File: config.mk
export PLATFORM = sky130hd
export DESIGN_NAME = joystick_to_servo_pulse
export DESIGN_NICKNAME = d
export VERILOG_FILES = /design/src/hdl/jsp_pkg.sv /design/src/hdl/joystick_to_servo_pulse.sv /design/src/hdl/jsp_lane.sv /design/src/hdl/jsp_merge.sv
export SDC_FILE = /design/constraint.sdc
export NUM_CORES = 2
export LEC_CHECK = 0
export ABC_AREA = 1
export ABC_CLOCK_PERIOD_IN_PS = 30400
export BUFFER_PORTS_ARGS = -buffer_cell sky130_fd_sc_hd__buf_2
export CAP_MARGIN = 20
export CORE_ASPECT_RATIO = 1.4
export CORE_UTILIZATION = 40
export DETAILED_ROUTE_END_ITERATION = 6
export PLACE_DENSITY = 0.6
export SYNTH_ARGS = -nofsm -noshare
export SYNTH_HDL_FRONTEND = slang
export SYNTH_SLANG_ARGS = --single-unit
File: constraint.sdc
create_clock -name clock -period 30.4 [get_ports clock]
set_input_delay 3.04 -clock clock [delete_from_list [all_inputs] [get_ports clock]]
set_output_delay 3.04 -clock clock [all_outputs]
set_load 0.02 [all_outputs]
File: src/hdl/jsp_pkg.sv
`default_nettype none
package jsp_pkg;

   localparam int unsigned SAMPLE_W   = 12;
   localparam int unsigned DZ_W       = 11;
   localparam int unsigned PULSE_W    = 12;
   localparam int unsigned DEN_W      = 16;
   localparam int unsigned PROD_W     = 24;
   localparam int unsigned NUM_W      = 28;
   localparam int unsigned DIV_STEPS  = PULSE_W;
   localparam int unsigned PIPE_DEPTH = 3 + DIV_STEPS;
   localparam int unsigned CSR_IDX_W  = 2;
   localparam int unsigned CSR_DATA_W = 12;

   localparam logic [SAMPLE_W-1:0] MID_SCALE     = 12'd2048;
   localparam logic [SAMPLE_W-1:0] REF_THRESHOLD = 12'd100;
   localparam logic [DEN_W-1:0]    FULL_SCALE    = 16'd4095;
   localparam logic [DEN_W-1:0]    DEN_SCALE     = 16'd11;

   localparam logic [DZ_W-1:0]    DEAD_ZONE_RESET = 11'd150;
   localparam logic [PULSE_W-1:0] PULSE_MIN_RESET = 12'd500;
   localparam logic [PULSE_W-1:0] PULSE_MAX_RESET = 12'd2500;

   typedef enum logic [CSR_IDX_W-1:0] {
      CSR_DEAD_ZONE = 2'd0,
      CSR_PULSE_MIN = 2'd1,
      CSR_PULSE_MAX = 2'd2
   } csr_index_type;

   typedef struct packed {
      logic valid;
      logic comp;
   } pipe_tag_type;

endpackage
`default_nettype wire

File: src/hdl/joystick_to_servo_pulse.sv
// Joystick to servo pulse converter.
// Request channel: req_valid/req_stall with the X, Y and reference samples.
// A request is taken at a clock edge with req_valid high and req_stall low.
// Response channel: rsp_valid/rsp_stall with the yaw and pitch compare
// values and the supply compensation flag, one response per request, in
// order. Two axis lanes run side by side, each a 15-register pipeline
// (dead zone, multiply, clamp, then one quotient bit per stage of a 12-step
// restoring divider); a merge stage adds the minimum pulse and holds the
// response. A new request is taken every cycle while the response side
// keeps up. When rsp_stall holds a waiting response, the whole pipeline
// holds and req_stall rises in the same cycle; nothing is dropped.
// Configuration: csr_valid/csr_ready, always ready; index 0 dead zone,
// 1 minimum pulse, 2 maximum pulse, other indexes ignored. Write only while
// no request is in flight.
// Reset (synchronous, active high) empties the pipeline and loads
// dead zone 150, minimum 500 and maximum 2500.
`default_nettype none
module joystick_to_servo_pulse (
   input  wire logic                            clock,
   input  wire logic                            reset,
   input  wire logic                            req_valid,
   output logic                                 req_stall,
   input  wire logic [jsp_pkg::SAMPLE_W-1:0]    req_stick_x,
   input  wire logic [jsp_pkg::SAMPLE_W-1:0]    req_stick_y,
   input  wire logic [jsp_pkg::SAMPLE_W-1:0]    req_reference_sample,
   output logic                                 rsp_valid,
   input  wire logic                            rsp_stall,
   output logic      [jsp_pkg::PULSE_W-1:0]     rsp_yaw_pulse,
   output logic      [jsp_pkg::PULSE_W-1:0]     rsp_pitch_pulse,
   output logic                                 rsp_supply_compensated,
   input  wire logic                            csr_valid,
   output logic                                 csr_ready,
   input  wire logic [jsp_pkg::CSR_IDX_W-1:0]   csr_index,
   input  wire logic [jsp_pkg::CSR_DATA_W-1:0]  csr_data
);
   import jsp_pkg::*;

   logic [DZ_W-1:0]    dead_zone_ff;
   logic [PULSE_W-1:0] pulse_min_ff;
   logic [PULSE_W-1:0] pulse_max_ff;
   logic [PULSE_W-1:0] span_range;

   logic               advance;
   logic               accept;
   pipe_tag_type       pipe_ff [PIPE_DEPTH];
   pipe_tag_type       tag_in;
   logic [DEN_W-1:0]   den_in;
   logic [DEN_W-1:0]   den1_ff;
   logic [DEN_W-1:0]   den2_ff;
   logic [NUM_W-1:0]   cap_in;
   logic [NUM_W-1:0]   cap2_ff;
   logic [PULSE_W-1:0] yaw_span;
   logic [PULSE_W-1:0] pitch_span;

   assign csr_ready = 1'b1;

   always_ff @(posedge clock) begin
      if (reset) begin
         dead_zone_ff <= DEAD_ZONE_RESET;
         pulse_min_ff <= PULSE_MIN_RESET;
         pulse_max_ff <= PULSE_MAX_RESET;
      end else if (csr_valid && csr_ready) begin
         unique case (csr_index_type'(csr_index))
            CSR_DEAD_ZONE: dead_zone_ff <= csr_data[DZ_W-1:0];
            CSR_PULSE_MIN: pulse_min_ff <= csr_data[PULSE_W-1:0];
            CSR_PULSE_MAX: pulse_max_ff <= csr_data[PULSE_W-1:0];
            default: begin
            end
         endcase
      end
   end

   assign span_range = (pulse_max_ff >= pulse_min_ff) ? (pulse_max_ff - pulse_min_ff) : '0;

   assign accept       = req_valid && advance;
   assign req_stall    = !advance;
   assign tag_in.valid = accept;
   assign tag_in.comp  = req_reference_sample > REF_THRESHOLD;
   assign den_in       = DEN_W'(req_reference_sample) * DEN_SCALE;
   assign cap_in       = NUM_W'(den1_ff) * NUM_W'(span_range);

   always_ff @(posedge clock) begin
      if (reset) begin
         for (int i = 0; i < PIPE_DEPTH; i++) begin
            pipe_ff[i] <= '0;
         end
      end else if (advance) begin
         pipe_ff[0] <= tag_in;
         for (int i = 1; i < PIPE_DEPTH; i++) begin
            pipe_ff[i] <= pipe_ff[i-1];
         end
      end
   end

   always_ff @(posedge clock) begin
      if (advance) begin
         den1_ff <= den_in;
         den2_ff <= den1_ff;
         cap2_ff <= cap_in;
      end
   end

   jsp_lane u_yaw_lane (
      .clock      (clock),
      .advance    (advance),
      .raw        (req_stick_y),
      .dead_zone  (dead_zone_ff),
      .span_range (span_range),
      .comp       (pipe_ff[1].comp),
      .cap        (cap2_ff),
      .den        (den2_ff),
      .quotient   (yaw_span)
   );

   jsp_lane u_pitch_lane (
      .clock      (clock),
      .advance    (advance),
      .raw        (req_stick_x),
      .dead_zone  (dead_zone_ff),
      .span_range (span_range),
      .comp       (pipe_ff[1].comp),
      .cap        (cap2_ff),
      .den        (den2_ff),
      .quotient   (pitch_span)
   );

   jsp_merge u_merge (
      .clock                  (clock),
      .reset                  (reset),
      .tag                    (pipe_ff[PIPE_DEPTH-1]),
      .yaw_span               (yaw_span),
      .pitch_span             (pitch_span),
      .pulse_min              (pulse_min_ff),
      .rsp_stall              (rsp_stall),
      .advance                (advance),
      .rsp_valid              (rsp_valid),
      .rsp_yaw_pulse          (rsp_yaw_pulse),
      .rsp_pitch_pulse        (rsp_pitch_pulse),
      .rsp_supply_compensated (rsp_supply_compensated)
   );

   a_accept_enters: assert property (@(posedge clock) disable iff (reset)
      (req_valid && !req_stall) |=> pipe_ff[0].valid)
      else $error("taken request missing from pipeline entry");

   a_last_reaches_rsp: assert property (@(posedge clock) disable iff (reset)
      (pipe_ff[PIPE_DEPTH-1].valid && !req_stall) |=> rsp_valid)
      else $error("pipeline result lost before response register");

endmodule
`default_nettype wire

File: src/hdl/jsp_lane.sv
`default_nettype none
module jsp_lane (
   input  wire logic                          clock,
   input  wire logic                          advance,
   input  wire logic [jsp_pkg::SAMPLE_W-1:0]  raw,
   input  wire logic [jsp_pkg::DZ_W-1:0]      dead_zone,
   input  wire logic [jsp_pkg::PULSE_W-1:0]   span_range,
   input  wire logic                          comp,
   input  wire logic [jsp_pkg::NUM_W-1:0]     cap,
   input  wire logic [jsp_pkg::DEN_W-1:0]     den,
   output logic      [jsp_pkg::PULSE_W-1:0]   quotient
);
   import jsp_pkg::*;

   logic [SAMPLE_W:0]   band_lo;
   logic [SAMPLE_W:0]   band_hi;
   logic [SAMPLE_W-1:0] sample_in;
   logic [SAMPLE_W-1:0] sample_ff;
   logic [PROD_W-1:0]   prod_in;
   logic [PROD_W-1:0]   prod_ff;
   logic [NUM_W-1:0]    prod4;
   logic [NUM_W-1:0]    num_in;
   logic [NUM_W-1:0]    num_ff;
   logic [DEN_W-1:0]    dvs_in;
   logic [DEN_W-1:0]    dvs_ff;

   logic [NUM_W-1:0]   rem_src [DIV_STEPS];
   logic [DEN_W-1:0]   dvs_src [DIV_STEPS];
   logic [PULSE_W-1:0] quo_src [DIV_STEPS];
   logic [NUM_W-1:0]   rem_in  [DIV_STEPS];
   logic [PULSE_W-1:0] quo_in  [DIV_STEPS];
   logic [NUM_W-1:0]   rem_ff  [DIV_STEPS];
   logic [DEN_W-1:0]   dvs_step_ff [DIV_STEPS];
   logic [PULSE_W-1:0] quo_ff  [DIV_STEPS];

   assign band_lo = {1'b0, MID_SCALE} - {2'b00, dead_zone};
   assign band_hi = {1'b0, MID_SCALE} + {2'b00, dead_zone};

   always_comb begin
      if (({1'b0, raw} > band_lo) && ({1'b0, raw} < band_hi)) begin
         sample_in = MID_SCALE;
      end else begin
         sample_in = raw;
      end
   end

   assign prod_in = PROD_W'(sample_ff) * PROD_W'(span_range);
   assign prod4   = NUM_W'({prod_ff, 2'b00});

   always_comb begin
      if (comp) begin
         num_in = (prod4 > cap) ? cap : prod4;
         dvs_in = den;
      end else begin
         num_in = NUM_W'(prod_ff);
         dvs_in = FULL_SCALE;
      end
   end

   always_ff @(posedge clock) begin
      if (advance) begin
         sample_ff <= sample_in;
         prod_ff   <= prod_in;
         num_ff    <= num_in;
         dvs_ff    <= dvs_in;
      end
   end

   for (genvar j = 0; j < DIV_STEPS; j++) begin : g_div
      localparam int unsigned BIT = DIV_STEPS - 1 - j;
      logic [NUM_W-1:0] trial;
      logic             take;

      if (j == 0) begin : g_first
         assign rem_src[j] = num_ff;
         assign dvs_src[j] = dvs_ff;
         assign quo_src[j] = '0;
      end else begin : g_next
         assign rem_src[j] = rem_ff[j-1];
         assign dvs_src[j] = dvs_step_ff[j-1];
         assign quo_src[j] = quo_ff[j-1];
      end

      assign trial     = NUM_W'(dvs_src[j]) << BIT;
      assign take      = rem_src[j] >= trial;
      assign rem_in[j] = take ? (rem_src[j] - trial) : rem_src[j];
      assign quo_in[j] = {quo_src[j][PULSE_W-2:0], take};

      always_ff @(posedge clock) begin
         if (advance) begin
            rem_ff[j]      <= rem_in[j];
            dvs_step_ff[j] <= dvs_src[j];
            quo_ff[j]      <= quo_in[j];
         end
      end
   end

   assign quotient = quo_ff[DIV_STEPS-1];

endmodule
`default_nettype wire

File: src/hdl/jsp_merge.sv
`default_nettype none
module jsp_merge (
   input  wire logic                          clock,
   input  wire logic                          reset,
   input  wire jsp_pkg::pipe_tag_type         tag,
   input  wire logic [jsp_pkg::PULSE_W-1:0]   yaw_span,
   input  wire logic [jsp_pkg::PULSE_W-1:0]   pitch_span,
   input  wire logic [jsp_pkg::PULSE_W-1:0]   pulse_min,
   input  wire logic                          rsp_stall,
   output logic                               advance,
   output logic                               rsp_valid,
   output logic      [jsp_pkg::PULSE_W-1:0]   rsp_yaw_pulse,
   output logic      [jsp_pkg::PULSE_W-1:0]   rsp_pitch_pulse,
   output logic                               rsp_supply_compensated
);
   import jsp_pkg::*;

   logic               valid_ff;
   logic               valid_in;
   logic [PULSE_W-1:0] yaw_ff;
   logic [PULSE_W-1:0] pitch_ff;
   logic               comp_ff;

   assign advance  = !valid_ff || !rsp_stall;
   assign valid_in = advance ? tag.valid : valid_ff;

   always_ff @(posedge clock) begin
      if (reset) begin
         valid_ff <= 1'b0;
      end else begin
         valid_ff <= valid_in;
      end
   end

   always_ff @(posedge clock) begin
      if (advance) begin
         yaw_ff   <= pulse_min + yaw_span;
         pitch_ff <= pulse_min + pitch_span;
         comp_ff  <= tag.comp;
      end
   end

   assign rsp_valid              = valid_ff;
   assign rsp_yaw_pulse          = yaw_ff;
   assign rsp_pitch_pulse        = pitch_ff;
   assign rsp_supply_compensated = comp_ff;

endmodule
`default_nettype wire

==> impl_metrics.py <==
metrics = {
    "run_status": {
        "status": "complete, but fails checks",
        "violations": "design-rule violations",
    },
    "synth": {
        "ys_seq_elements": 1243,
        "ys_async_sr_fraction": 0,
        "synth.top_cell.area_share": 0.388,
        "syn_inst": 11169,
        "ys.flop_type": "edfxtp_1",
        "synth-edff-count": 1207,
        "yosysSeqAreaShare": 0.396,
        "avgSynthCellArea_um2": 8.36,
        "synth.largest_area_cell": "edfxtp_1",
        "yosys-top-cells-count": "nand2_1, inv_1, edfxtp_1",
        "netlist_area_um2": 93300,
        "synthTopCellsByArea": "edfxtp_1, nand2_1, ha_1",
        "synth.distinct_cells": 66,
        "synth_most_common_cell": "nand2_1",
        "yosys_warnings": 0,
    },
    "grt": {
        "grt_start_max_net_pins": 176,
        "grt_use_total": 0.256,
        "grt_pass1_vias": 77938,
        "overflow": 0,
        "grt_antenna_before_repair": 9,
        "grt_pass1_wl_um": 458000,
    },
    "layout": {
        "register_area_um2": 37000,
        "fin_cells": 14394,
        "nNetsFinal": 12389,
        "fillCellCount": 22936,
        "syn2layout_area_growth_pct": 8.67,
        "drive_gt1_frac": 0.0406,
        "multi_input_area_um2": 48500,
    },
    "sta": {
        "finalSetupTns_ns": 0,
        "finalSetupViolations": 0,
        "period_minus_slack_ns": 7.85,
        "finalHoldViolCount": 0,
        "fmax_mhz": 127,
        "drv_slew": 0,
        "worst_pin_slew_ns": 1.08,
        "max_slew_margin": 0.281,
        "skew_ns": 0.0796,
        "grt_setup_unrepaired": "no",
        "finalCritPeriodShare": 0.258,
    },
    "routing": {
        "first_iter_violations": 4718,
        "vias": 75720,
        "first_pass_iters": 7,
        "finalWirelength_um": 305000,
        "wl_per_cell_um": 21.2,
        "ant_nets": 0,
        "drc": 15,
        "via_per_inst": 5.26,
    },
    "clock_network": {
        "cts_sinks": 1243,
        "cts-hold-fix-buffers": 0,
        "path_clk_slew_ns": 0.06,
        "clk_latency_ns": 0.85,
        "htreeDepth": 4,
        "cts_root_buf": "clkbuf_16",
        "cts_tree": "built",
        "numCtsBuffers": 143,
        "cts_resized": 0,
        "clk_path_buf_depth": 4,
        "postCtsSetupRepairBufs": 0,
    },
    "critical_path": {
        "cpMostUsedCell": "fa_1",
        "endpoint_kind": "register",
        "required_ns": 30.94,
        "crit_path_max_incr_delay_ns": 0.83,
        "cp_slowest_cell": "buf_4",
        "critPathKind": "register to register",
        "crit_path_start_kind": "register",
        "cp_cell_sequence": "ha_1 > fa_1 > o21ai_2 > nand3_1 > nand4_4 > buf_4 > buf_4 > nand3_1 > fa_1 > fa_1 > inv_1 > fa_1 > fa_1 > inv_1 > fa_1 > inv_1 > ha_1 > nand2_1 > o21ai_0 > a21oi_1 > o21ai_0 > nand2_1 > nand3_1 > nand2_1",
        "cp_max_fo": 102,
        "cp.arrival_ns": 8.39,
        "r2r_slack_ns": 22.55,
    },
    "place": {
        "port_buffers": 81,
        "dp.cells": 14141,
        "gp_congestion": 0.964,
        "dpl.hpwl_um": 249000,
    },
    "floorplanning": {
        "initial_core_util": 0.403,
        "die_y_um": 574,
        "die_w_um": 410,
        "num_rows": 209,
        "io_pins": 83,
        "coreArea_um2": 232000,
        "die_area_um2": 235000,
    },
    "run": {
        "cap_viol_max_count": 0,
    },
    "worst_hold_path": {
        "hold_path.class": "register to register",
    },
}
[layout make-up]
class / instances / share of cell area
multi-input combinational: 7918 / 0.478
sequential: 1243 / 0.364
inverter: 1800 / 0.0666
tap: 3059 / 0.0377
clock buffer: 169 / 0.0366
clock inverter: 77 / 0.00876
timing repair buffer: 124 / 0.00765
antenna: 4 / 0.0000987
[cells by family after synthesis]
family	Yosys count	share of synthesized area
other	2	0.0000805
and+or+nand+nor	5234	0.237
DFF	1243	0.396
xor gates and xnor gates	332	0.0312
buffers and inverters	2011	0.0848
adders and majority gates	1104	0.178
AOI/OAI and AO/OA	1243	0.0730
[state kept, by name, summed over array words and instances, names as in the netlist, 16 cells and up]
register	count
u_pitch_lane.quo_ff	78
u_yaw_lane.num_ff	28
u_pitch_lane.dvs_ff	16
u_pitch_lane.dvs_step_ff	113
u_pitch_lane.num_ff	28
u_yaw_lane.dvs_step_ff	63
u_yaw_lane.prod_ff	24
den1_ff	16
u_yaw_lane.quo_ff	78
cap2_ff	28
u_yaw_lane.rem_ff	308
u_pitch_lane.rem_ff	308
den2_ff	16
u_pitch_lane.prod_ff	24
pipe_ff	30
[final timing paths]
check                             startpoint                          to  cells after the start
setup reg to reg             pulse_min_ff[0]    u_pitch_lane.prod_ff[21]                     24
setup / recovery             pulse_min_ff[0]    u_pitch_lane.prod_ff[21]                     24
hold / removal    u_pitch_lane.quo_ff[1][12]  u_pitch_lane.quo_ff[1][25]                      0
hold reg to reg   u_pitch_lane.quo_ff[1][12]  u_pitch_lane.quo_ff[1][25]                      0
[routing by layer]
metal | up-vias | part of all wire | GRT usage
met2 | 2009 | 0.55 | 0.502
met1 | 35998 | 0.33 | 0.243
met3 | 840 | 0.037 | 0.0280
met4 | 6 | 0.083 | 0.183
met5 | - | 0.00012 | 0
li1 | 36867 | - | -
[layout by cell type, fill, tap and decap left out, types with 60 or more instances in the layout]
cell type | netlist | routed
nand2_1 | 2876 | 2875
inv_1 | 1787 | 1787
edfxtp_1 | 1207 | 1207
nor2_1 | 971 | 971
nand3_1 | 847 | 847
ha_1 | 730 | 730
a21oi_1 | 609 | 608
fa_1 | 374 | 374
o21ai_0 | 360 | 360
nand4_1 | 243 | 243
xor2_1 | 194 | 194
clkbuf_16 | 0 | 144
xnor2_1 | 138 | 138
nor3_1 | 125 | 125
buf_2 | 69 | 81
o21ai_1 | 60 | 60
[metrics by stage]
step	worst slack (ns)	utilization	hold WS, ns	cell area [µm²]
after global placement	22.52	0.418	0.401	96800
after floorplan	7.81	-	0.400	93300
after detailed placement	22.48	0.418	0.405	96800
after CTS	22.39	0.437	0.391	101000
after global routing	22.00	0.438	0.387	101000
final	22.55	0.438	0.390	101000
[worst max-delay path, delay by kind of cell, from the launching register on]
kind | cells | cell delay (ns)
AOI/OAI and AO/OA | 4 | 1.13
adders and majority gates | 8 | 3.52
buffers and inverters | 5 | 1.51
DFF | 1 | 0.36
and+or+nand+nor | 7 | 0.95
Power is not shown: default switching activity piles up to over one toggle a cycle in this logic, so the estimate is an artifact.
